==> src/sv/stc_pkg.sv <==
package stc_pkg;

    localparam int SAMPLE_DEPTH = 16;
    localparam int CNT_W        = $clog2(SAMPLE_DEPTH + 1);
    localparam int WALK_W       = $clog2(SAMPLE_DEPTH);

    localparam int TIME_W  = 32;
    localparam int SPEED_W = 15;
    localparam int TOL_W   = 16;
    localparam int BRT_W   = 7;
    localparam int IVL_W   = 16;
    localparam int WIN_W   = 16;
    localparam int LEVEL_W = 8;
    localparam int ADDR_W  = 5;
    localparam int DATA_W  = 32;

    localparam logic [TOL_W-1:0] TOL_RESET = TOL_W'(200);
    localparam logic [BRT_W-1:0] BRT_RESET = BRT_W'(100);
    localparam logic [IVL_W-1:0] IVL_RESET = IVL_W'(500);
    localparam logic [WIN_W-1:0] WIN_RESET = WIN_W'(3000);

    // x / 100 as (x * RECIP_100) >> RECIP_SHIFT, exact for x below 2^15
    localparam int RECIP_100   = 5243;
    localparam int RECIP_W     = 13;
    localparam int RECIP_SHIFT = 19;

    typedef enum logic [1:0] {
        TREND_STABLE = 2'd0,
        TREND_ACCEL  = 2'd1,
        TREND_DECEL  = 2'd2
    } trend_t;

    typedef enum logic [2:0] {
        REG_ENABLE     = 3'd0,
        REG_TOLERANCE  = 3'd1,
        REG_BRIGHTNESS = 3'd2,
        REG_INTERVAL   = 3'd3,
        REG_WINDOW     = 3'd4
    } reg_idx_t;

    typedef enum logic [1:0] {
        S_IDLE,
        S_WALK,
        S_DONE
    } state_t;

    typedef struct packed {
        logic [TIME_W-1:0]  stamp;
        logic [SPEED_W-1:0] speed;
    } sample_t;

    // search token handed down the row of samples, newest first
    typedef struct packed {
        logic               found;
        logic [SPEED_W-1:0] base;
    } probe_t;

endpackage

==> src/sv/stc_cell.sv <==
module stc_cell (
    input  logic                         clk,
    input  logic                         rst_n,
    input  logic                         shift_en,
    input  stc_pkg::sample_t             sample_in,
    output stc_pkg::sample_t             sample_out,
    input  logic                         valid,
    input  logic [stc_pkg::TIME_W-1:0]   now,
    input  logic [stc_pkg::WIN_W-1:0]    window,
    input  stc_pkg::probe_t              probe_in,
    output stc_pkg::probe_t              probe_out
);
    import stc_pkg::*;

    sample_t            sample_reg;
    probe_t             probe_reg;
    probe_t             probe_next;
    logic [TIME_W-1:0]  age;

    always_ff @(posedge clk)
    begin
        if (shift_en)
        begin
            sample_reg <= sample_in;
        end
    end

    assign age = now - sample_reg.stamp;

    always_comb
    begin
        probe_next = probe_in;
        if (!probe_in.found && valid && (age >= TIME_W'(window)))
        begin
            probe_next.found = 1'b1;
            probe_next.base  = sample_reg.speed;
        end
    end

    always_ff @(posedge clk or negedge rst_n)
    begin
        if (!rst_n)
        begin
            probe_reg <= '0;
        end
        else
        begin
            probe_reg <= probe_next;
        end
    end

    assign sample_out = sample_reg;
    assign probe_out  = probe_reg;

endmodule

==> src/sv/speed_trend_classifier.sv <==
// Speed trend indicator. Each accepted reading (speed, invalid flag, ms time) yields one
// result: trend and, when the visible LED state changes, an RGB level scaled by
// brightness. Readings are kept newest first in a row of SAMPLE_DEPTH cells; the
// baseline search runs as a token passed one cell per clock. After the transfer the item
// walks the row in S_WALK and then waits in S_DONE until the output register is free;
// there the result is registered and the block returns to S_IDLE to take the next reading,
// so it handles one item at a time. A disabled item skips the search: it goes straight
// to S_DONE, and its result is registered the same way. A finished result sits in
// the output register while the next reading is taken in; an item whose result is ready
// waits until the previous result has been taken.
module speed_trend_classifier (
    input  logic                         clk,
    input  logic                         rst_n,
    // configuration
    input  logic                         psel,
    input  logic                         penable,
    input  logic                         pwrite,
    input  logic [stc_pkg::ADDR_W-1:0]   paddr,
    input  logic [stc_pkg::DATA_W-1:0]   pwdata,
    output logic [stc_pkg::DATA_W-1:0]   prdata,
    output logic                         pready,
    // readings
    input  logic                         in_valid,
    output logic                         in_ready,
    input  logic signed [15:0]           speed,
    input  logic                         speed_invalid,
    input  logic [31:0]                  now_ms,
    // results
    output logic                         out_valid,
    input  logic                         out_ready,
    output logic [1:0]                   trend,
    output logic                         led_write,
    output logic [7:0]                   red,
    output logic [7:0]                   green,
    output logic [7:0]                   blue
);
    import stc_pkg::*;

    // configuration registers
    logic               enable_reg;
    logic [TOL_W-1:0]   tol_reg;
    logic [BRT_W-1:0]   brt_reg;
    logic [IVL_W-1:0]   ivl_reg;
    logic [WIN_W-1:0]   win_reg;
    reg_idx_t           reg_idx;
    logic               cfg_wr;

    // control
    state_t             state_reg, state_next;
    logic [WALK_W-1:0]  walk_cnt_reg, walk_cnt_next;
    logic [CNT_W-1:0]   count_reg, count_next;
    logic [TIME_W-1:0]  last_time_reg, last_time_next;
    trend_t             trend_state_reg, trend_state_next;
    logic               led_lit_reg, led_lit_next;
    logic [BRT_W-1:0]   shown_brt_reg, shown_brt_next;

    // item payload held through the walk
    logic [SPEED_W-1:0] spd_reg;
    logic [TIME_W-1:0]  now_reg;
    logic [SPEED_W-1:0] spd_in;

    // output register
    logic               out_valid_reg, out_valid_next;
    trend_t             out_trend_reg, out_trend_next;
    logic               out_wr_reg, out_wr_next;
    logic [LEVEL_W-1:0] out_r_reg, out_r_next;
    logic [LEVEL_W-1:0] out_g_reg, out_g_next;
    logic [LEVEL_W-1:0] out_b_reg, out_b_next;

    logic               in_xfer;
    logic               store;
    logic               out_free;

    sample_t            sample_chain [SAMPLE_DEPTH+1];
    probe_t             probe_chain  [SAMPLE_DEPTH+1];

    // ---------------- configuration port ----------------
    assign pready  = 1'b1;
    assign reg_idx = reg_idx_t'(paddr[4:2]);
    assign cfg_wr  = psel && penable && pwrite;

    always_ff @(posedge clk or negedge rst_n)
    begin
        if (!rst_n)
        begin
            enable_reg <= 1'b0;
            tol_reg    <= TOL_RESET;
            brt_reg    <= BRT_RESET;
            ivl_reg    <= IVL_RESET;
            win_reg    <= WIN_RESET;
        end
        else if (cfg_wr)
        begin
            unique case (reg_idx)
                REG_ENABLE:     enable_reg <= pwdata[0];
                REG_TOLERANCE:  tol_reg    <= pwdata[TOL_W-1:0];
                REG_BRIGHTNESS: brt_reg    <= pwdata[BRT_W-1:0];
                REG_INTERVAL:   ivl_reg    <= pwdata[IVL_W-1:0];
                REG_WINDOW:     win_reg    <= pwdata[WIN_W-1:0];
                default:        ;
            endcase
        end
    end

    always_comb
    begin
        unique case (reg_idx)
            REG_ENABLE:     prdata = DATA_W'(enable_reg);
            REG_TOLERANCE:  prdata = DATA_W'(tol_reg);
            REG_BRIGHTNESS: prdata = DATA_W'(brt_reg);
            REG_INTERVAL:   prdata = DATA_W'(ivl_reg);
            REG_WINDOW:     prdata = DATA_W'(win_reg);
            default:        prdata = '0;
        endcase
    end

    // ---------------- input side ----------------
    assign in_ready = (state_reg == S_IDLE);
    assign in_xfer  = in_valid && in_ready;
    assign spd_in   = (speed_invalid || speed[15]) ? '0 : speed[SPEED_W-1:0];
    assign store    = in_xfer && enable_reg &&
                      ((count_reg == '0) || ((now_ms - last_time_reg) >= TIME_W'(ivl_reg)));

    always_ff @(posedge clk)
    begin
        if (in_xfer)
        begin
            spd_reg <= spd_in;
            now_reg <= now_ms;
        end
    end

    // ---------------- sample row ----------------
    assign sample_chain[0] = '{stamp: now_ms, speed: spd_in};
    assign probe_chain[0]  = '0;

    for (genvar k = 0; k < SAMPLE_DEPTH; k++)
    begin : g_cell
        stc_cell u_cell (
            .clk        (clk),
            .rst_n      (rst_n),
            .shift_en   (store),
            .sample_in  (sample_chain[k]),
            .sample_out (sample_chain[k+1]),
            .valid      (CNT_W'(k) < count_reg),
            .now        (now_reg),
            .window     (win_reg),
            .probe_in   (probe_chain[k]),
            .probe_out  (probe_chain[k+1])
        );
    end

    // ---------------- classify and LED ----------------
    logic [SPEED_W+1:0]       spd_ext, base_ext, tol_ext;
    logic                     base_ok;
    trend_t                   trend_calc;
    logic [SPEED_W-1:0]       brt_x255;
    logic [SPEED_W+RECIP_W-1:0] level_prod;
    logic [8:0]               level_raw;
    logic [LEVEL_W-1:0]       level;
    logic                     led_change;

    assign spd_ext  = (SPEED_W+2)'(spd_reg);
    assign base_ext = (SPEED_W+2)'(probe_chain[SAMPLE_DEPTH].base);
    assign tol_ext  = (SPEED_W+2)'(tol_reg);
    assign base_ok  = probe_chain[SAMPLE_DEPTH].found && (count_reg >= CNT_W'(2));

    always_comb
    begin
        trend_calc = TREND_STABLE;
        if (base_ok)
        begin
            priority if (spd_ext > base_ext + tol_ext)
                trend_calc = TREND_ACCEL;
            else if (spd_ext + tol_ext < base_ext)
                trend_calc = TREND_DECEL;
            else
                trend_calc = TREND_STABLE;
        end
    end

    assign brt_x255   = {brt_reg, 8'b0} - SPEED_W'(brt_reg);
    assign level_prod = (SPEED_W+RECIP_W)'(brt_x255) * (SPEED_W+RECIP_W)'(RECIP_100);
    assign level_raw  = level_prod[RECIP_SHIFT+8:RECIP_SHIFT];
    assign level      = level_raw[8] ? 8'hFF : level_raw[7:0];

    assign led_change = !led_lit_reg || (trend_calc != trend_state_reg) ||
                        (shown_brt_reg != brt_reg);

    assign out_free = !out_valid_reg || out_ready;

    // ---------------- sequencer ----------------
    always_comb
    begin
        state_next       = state_reg;
        walk_cnt_next    = walk_cnt_reg;
        count_next       = count_reg;
        last_time_next   = last_time_reg;
        trend_state_next = trend_state_reg;
        led_lit_next     = led_lit_reg;
        shown_brt_next   = shown_brt_reg;
        out_valid_next   = out_valid_reg && !out_ready;
        out_trend_next   = out_trend_reg;
        out_wr_next      = out_wr_reg;
        out_r_next       = out_r_reg;
        out_g_next       = out_g_reg;
        out_b_next       = out_b_reg;

        unique case (state_reg)
            S_IDLE:
            begin
                if (in_xfer)
                begin
                    walk_cnt_next = '0;
                    state_next    = enable_reg ? S_WALK : S_DONE;
                    if (store)
                    begin
                        last_time_next = now_ms;
                        if (count_reg < CNT_W'(SAMPLE_DEPTH))
                            count_next = count_reg + CNT_W'(1);
                    end
                end
            end
            S_WALK:
            begin
                walk_cnt_next = walk_cnt_reg + WALK_W'(1);
                if (walk_cnt_reg == WALK_W'(SAMPLE_DEPTH - 1))
                    state_next = S_DONE;
            end
            S_DONE:
            begin
                if (out_free)
                begin
                    state_next     = S_IDLE;
                    out_valid_next = 1'b1;
                    out_r_next     = '0;
                    out_g_next     = '0;
                    out_b_next     = '0;
                    if (!enable_reg)
                    begin
                        out_trend_next   = TREND_STABLE;
                        out_wr_next      = led_lit_reg;
                        led_lit_next     = 1'b0;
                        shown_brt_next   = '0;
                        count_next       = '0;
                        last_time_next   = '0;
                        trend_state_next = TREND_STABLE;
                    end
                    else
                    begin
                        out_wr_next    = led_change;
                        out_trend_next = trend_state_reg;
                        if (led_change)
                        begin
                            trend_state_next = trend_calc;
                            out_trend_next   = trend_calc;
                            led_lit_next     = 1'b1;
                            shown_brt_next   = brt_reg;
                            unique case (trend_calc)
                                TREND_ACCEL:
                                begin
                                    out_r_next = level;
                                    out_b_next = level;
                                end
                                TREND_DECEL: out_r_next = level;
                                default:     out_g_next = level;
                            endcase
                        end
                    end
                end
            end
            default: state_next = S_IDLE;
        endcase
    end

    always_ff @(posedge clk or negedge rst_n)
    begin
        if (!rst_n)
        begin
            state_reg       <= S_IDLE;
            walk_cnt_reg    <= '0;
            count_reg       <= '0;
            last_time_reg   <= '0;
            trend_state_reg <= TREND_STABLE;
            led_lit_reg     <= 1'b0;
            shown_brt_reg   <= '0;
            out_valid_reg   <= 1'b0;
        end
        else
        begin
            state_reg       <= state_next;
            walk_cnt_reg    <= walk_cnt_next;
            count_reg       <= count_next;
            last_time_reg   <= last_time_next;
            trend_state_reg <= trend_state_next;
            led_lit_reg     <= led_lit_next;
            shown_brt_reg   <= shown_brt_next;
            out_valid_reg   <= out_valid_next;
        end
    end

    always_ff @(posedge clk)
    begin
        out_trend_reg <= out_trend_next;
        out_wr_reg    <= out_wr_next;
        out_r_reg     <= out_r_next;
        out_g_reg     <= out_g_next;
        out_b_reg     <= out_b_next;
    end

    assign out_valid = out_valid_reg;
    assign trend     = out_trend_reg;
    assign led_write = out_wr_reg;
    assign red       = out_r_reg;
    assign green     = out_g_reg;
    assign blue      = out_b_reg;

    // ---------------- checks ----------------
    a_count_bound: assert property (@(posedge clk) disable iff (!rst_n)
        count_reg <= CNT_W'(SAMPLE_DEPTH))
        else $error("sample count beyond depth");

    a_one_item: assert property (@(posedge clk) disable iff (!rst_n)
        in_xfer |=> !in_ready)
        else $error("second reading taken while one is in flight");

    a_no_write_dark: assert property (@(posedge clk) disable iff (!rst_n)
        (out_valid && !led_write) |-> (red == '0 && green == '0 && blue == '0))
        else $error("color without LED write");

    a_stable_green: assert property (@(posedge clk) disable iff (!rst_n)
        (out_valid && trend == TREND_STABLE) |-> (red == '0 && blue == '0))
        else $error("stable trend shows red or blue");

    a_walk_length: assert property (@(posedge clk) disable iff (!rst_n)
        (state_reg == S_WALK && walk_cnt_reg == WALK_W'(SAMPLE_DEPTH - 1)) |=>
        (state_reg == S_DONE))
        else $error("search walk did not end on time");

endmodule

==> config.mk <==
export PLATFORM = sky130hd
export DESIGN_NAME = speed_trend_classifier
export DESIGN_NICKNAME = d
export VERILOG_FILES = /design/src/sv/stc_pkg.sv /design/src/sv/stc_cell.sv /design/src/sv/speed_trend_classifier.sv
export SDC_FILE = /design/constraint.sdc
export NUM_CORES = 2
export LEC_CHECK = 0
export ABC_AREA = 1
export BUFFER_PORTS_ARGS = -buffer_cell sky130_fd_sc_hd__buf_2
export CAP_MARGIN = 15
export CORE_ASPECT_RATIO = 0.8
export CORE_MARGIN = 2
export CORE_UTILIZATION = 55
export DETAILED_ROUTE_END_ITERATION = 12
export PLACE_DENSITY = 0.69
export SETUP_SLACK_MARGIN = 0.4
export SKIP_CTS_REPAIR_TIMING = 1
export SLEW_MARGIN = 15
export SYNTH_ARGS = -nofsm -noshare
export SYNTH_HDL_FRONTEND = slang
export SYNTH_SLANG_ARGS = --single-unit
==> constraint.sdc <==
create_clock -name clk -period 54.8 [get_ports clk]
set_input_delay 2.74 -clock clk [delete_from_list [all_inputs] [get_ports clk]]
set_output_delay 2.74 -clock clk [all_outputs]
set_load 0.03 [all_outputs]
==> metrics.md <==
| Metric | Value |
|---|---|
| Status | `complete, no violations` |
| Setup WS pre-CTS | `45.29 ns` |
| Sink Count | `about 1200` |
| Req. time, crit path | `between 50 and 60 ns` |
| Maxcap violations | `0` |
| I/O Buffers | `119` |
| Share of cells above drive strength 1 | `under 10%` |
| Area of the multi-input gates | `0.04797 mm^2` |
| Unrepaired setup endpoints after global routing | `no` |
| Crit-path most repeated cell | `nand2_1` |
| Initial antenna violation count | `21` |
| Startpoint Class | `primary input` |
| RR Startpoint | `brt_reg[0]` |
| Crit-path slowest cell | `buf_4` |
| Clock skew | `between 0.06 and 0.07 ns` |
| DRC | `0` |
| Starting Density | `between 50 and 60%` |
| Worst-path clk slew | `about 0.070 ns` |
| Seq cells post-synth | `roughly 1200` |
| I/O pins | `~160` |
| Hold Violations, Final | `0` |
| Hpwl dp | `228.4 mm` |
| Nets | `~13000` |
| Commonest non-fill, non-tap cell in the layout | `nand2_1` |
| Slew HR | `19.37%` |
| Final count of negative-setup-slack endpoints | `0` |
| Static leakage power | `47.85 nW` |
| Drt pass-1 iters | `6` |
| Main synth FF type | `edfxtp_1` |
| Post-synthesis average cell area | `roughly 7.8 um^2` |
| H-tree lvl count | `3` |
| Root buffer cell | `clkbuf_16` |
| Final setup TNS | `0 ns` |
| Period utilisation layout | `approximately 16%` |
| Filler instances | `approximately 15000` |
| GP Congestion | `between 0.9 and 1` |
| Distinct cells, synth | `70` |
| CP top delay family | `buffers and inverters` |
| Commonest cells after routing, fill and taps aside | `nand2_1 (2967), inv_1 (1988), nor2_1 (1043)` |
| Grt ovf | `0` |
| First-pass GRT wire length | `450.6 mm` |
| CTS Buf Count | `119` |
| Final core occ | `~60%` |
| Worst skew pair latency | `about 0.80 ns` |
| Minimum clock period | `approximately 8.8 ns` |
| Fmax | `about 0.11 GHz` |
| Iter 0 DRT Violations | `roughly 8900` |
| DIE AREA | `roughly 0.17 mm^2` |
| Worst setup EP type | `flop` |
| Global Route Usage Sum | `35.54%` |
| Maximum VDD drop | `roughly 0.55 mV` |
| Seq/Total Area, Yosys | `37.76%` |
| Slew @ Worst Pin | `1.209 ns` |
| Crit path DAT | `roughly 9 ns` |
| Synth warn | `0` |
| CTS tree | `built` |
| Fin. max-slew vios | `0` |
| Post-Synthesis Cells | `between 10000 and 15000` |
| Total Power | `slightly above 5 mW` |
| Clock Tree Buf Depth | `3` |
| FF-to-FF setup slack | `47.16 ns` |
| Crit path largest cell delay | `roughly 0.91 ns` |
| EDFF count, synth | `826` |
| Vias in the first global route | `74390` |
| Worst Hold Slack | `about 0.44 ns` |
| Final Worst Setup Slack | `between 40 and 50 ns` |
| WL per Instance | `around 22 um` |
| HP Class | `reg -> reg` |
| Critical-path maximum fanout | `93` |
| Sequential cell area | `0.03399 mm^2` |
| Chip width | `456.3 um` |
| HP Start | `g_cell[13].u_cell.probe_out[3]` |
| CP Buf/Inv Count | `7` |
| Pin count of the biggest net entering global routing | `around 170` |
| Power Dens Cells | `53.30 mW/mm^2` |
| Asr flop ratio synth | `between 30 and 40%` |
| Setup Crit Path Kind | `in -> reg` |
| Largest register FFs | `roughly 750` |
| Routed Antenna Nets | `0` |
| Num rows | `roughly 130` |
| Die Height | `roughly 370 um` |
| Cell Area, Synth | `0.09000 mm^2` |
| Crit path launch | `now_ms[0]` |
| Routed WL | `between 300 and 400 mm` |
| Via count | `about 80000` |
| Synthesis-to-layout area growth | `8.259%` |
| Core area | `around 0.16 mm^2` |
| Drt via density | `about 5.7` |
[worst min-delay path, cell delays in order (launching register included)]
cell and delay (ns):
dfrtp_1 0.34, nand2_1 0.05, nand2_1 0.05
[per-layer routing]
| metal | track usage [%] | vias to the layer above | share of wire (%) |
|---|---|---|---|
| met4 | 13.22 | 6 | 4.5 |
| met1 | 50.23 | 37300 | 43 |
| met5 | 0 | - | 0.014 |
| met3 | 6.091 | 590 | 8.9 |
| li1 | - | 38110 | - |
| met2 | 54.70 | 3424 | 43 |
[per-stage QoR]
step / instances / cell area (um^2)
after global placement: 13740 / 93370
after floorplan: 11510 / 90060
after global routing: 13970 / 97420
after CTS: 13970 / 97400
final: 13980 / 97430
after detailed placement: 13740 / 93370
[cell type report]
cell class	instances	share of cell area (%)
antenna	13	0.03339
clock buffer	159	3.421
clock inverter	63	0.7114
inverter	1994	7.690
multi-input combinational	8212	49.24
sequential	1192	34.88
tap	2144	2.753
timing repair buffer	202	1.274
[final timing paths]
check                                                   to  cells after the start
max                        g_cell[8].u_cell.sample_out[16]                     27
min                         g_cell[14].u_cell.probe_out[3]                      2
max reg2reg                                        blue[4]                     30
min reg2reg                 g_cell[14].u_cell.probe_out[3]                      2
max in group asynchronous                 shown_brt_reg[3]                      4
min in group asynchronous   g_cell[9].u_cell.probe_out[11]                      1
[power by group]
part	internal (mW)	switching [mW]
Combinational	1.05	2.04
Clock	0.461	0.374
Sequential	1.16	0.103
Total	2.67	2.52
[Yosys cell counts (11+ instances only)]
cell type,number,area [um^2]
a21o_1,59,442.9
buf_4,24,180.2
inv_1,1992,7477
edfxtp_1,826,24800
o21ai_0,456,2282
nor2_2,40,250.2
nand2_4,13,146.4
fa_1,85,1702
o21ai_1,15,75.07
nand3b_1,55,412.9
dfrtp_1,347,8683
buf_6,17,191.4
nand4_1,159,994.7
o211ai_2,12,150.1
a221oi_1,18,157.7
nand2_2,13,81.33
clkbuf_1,47,176.4
a21boi_0,40,300.3
o21bai_1,84,630.6
nor2_1,1046,3926
nand2b_1,12,75.07
a31oi_1,51,319.1
nand3_1,718,3593
a21oi_2,17,148.9
o21a_1,27,202.7
o211ai_1,28,210.2
nor3_1,128,640.6
xor2_1,316,2768
a21oi_1,687,3438
buf_2,19,95.09
xnor2_1,46,402.9
a211oi_1,12,90.09
nor4_1,13,81.33
dfstp_2,19,499.2
o21ai_2,11,96.34
nand2_1,2967,11140
ha_1,963,12050
[kinds of logic (layout without fill, tap and decap cells)]
group	count (synthesis)	in the layout	synth area share [%]
AO/OA/AOI/OAI	1570	1570	10.02
XOR/XNOR	362	362	3.523
adder cells (fa/ha/maj)	1048	1048	15.28
buffers and inverters	2103	2418	9.057
flip-flops	1192	1192	37.76
other	2	30	0.008344
AND/OR/NAND/NOR	5215	5215	24.35
(Power assumes the default switching activity.)
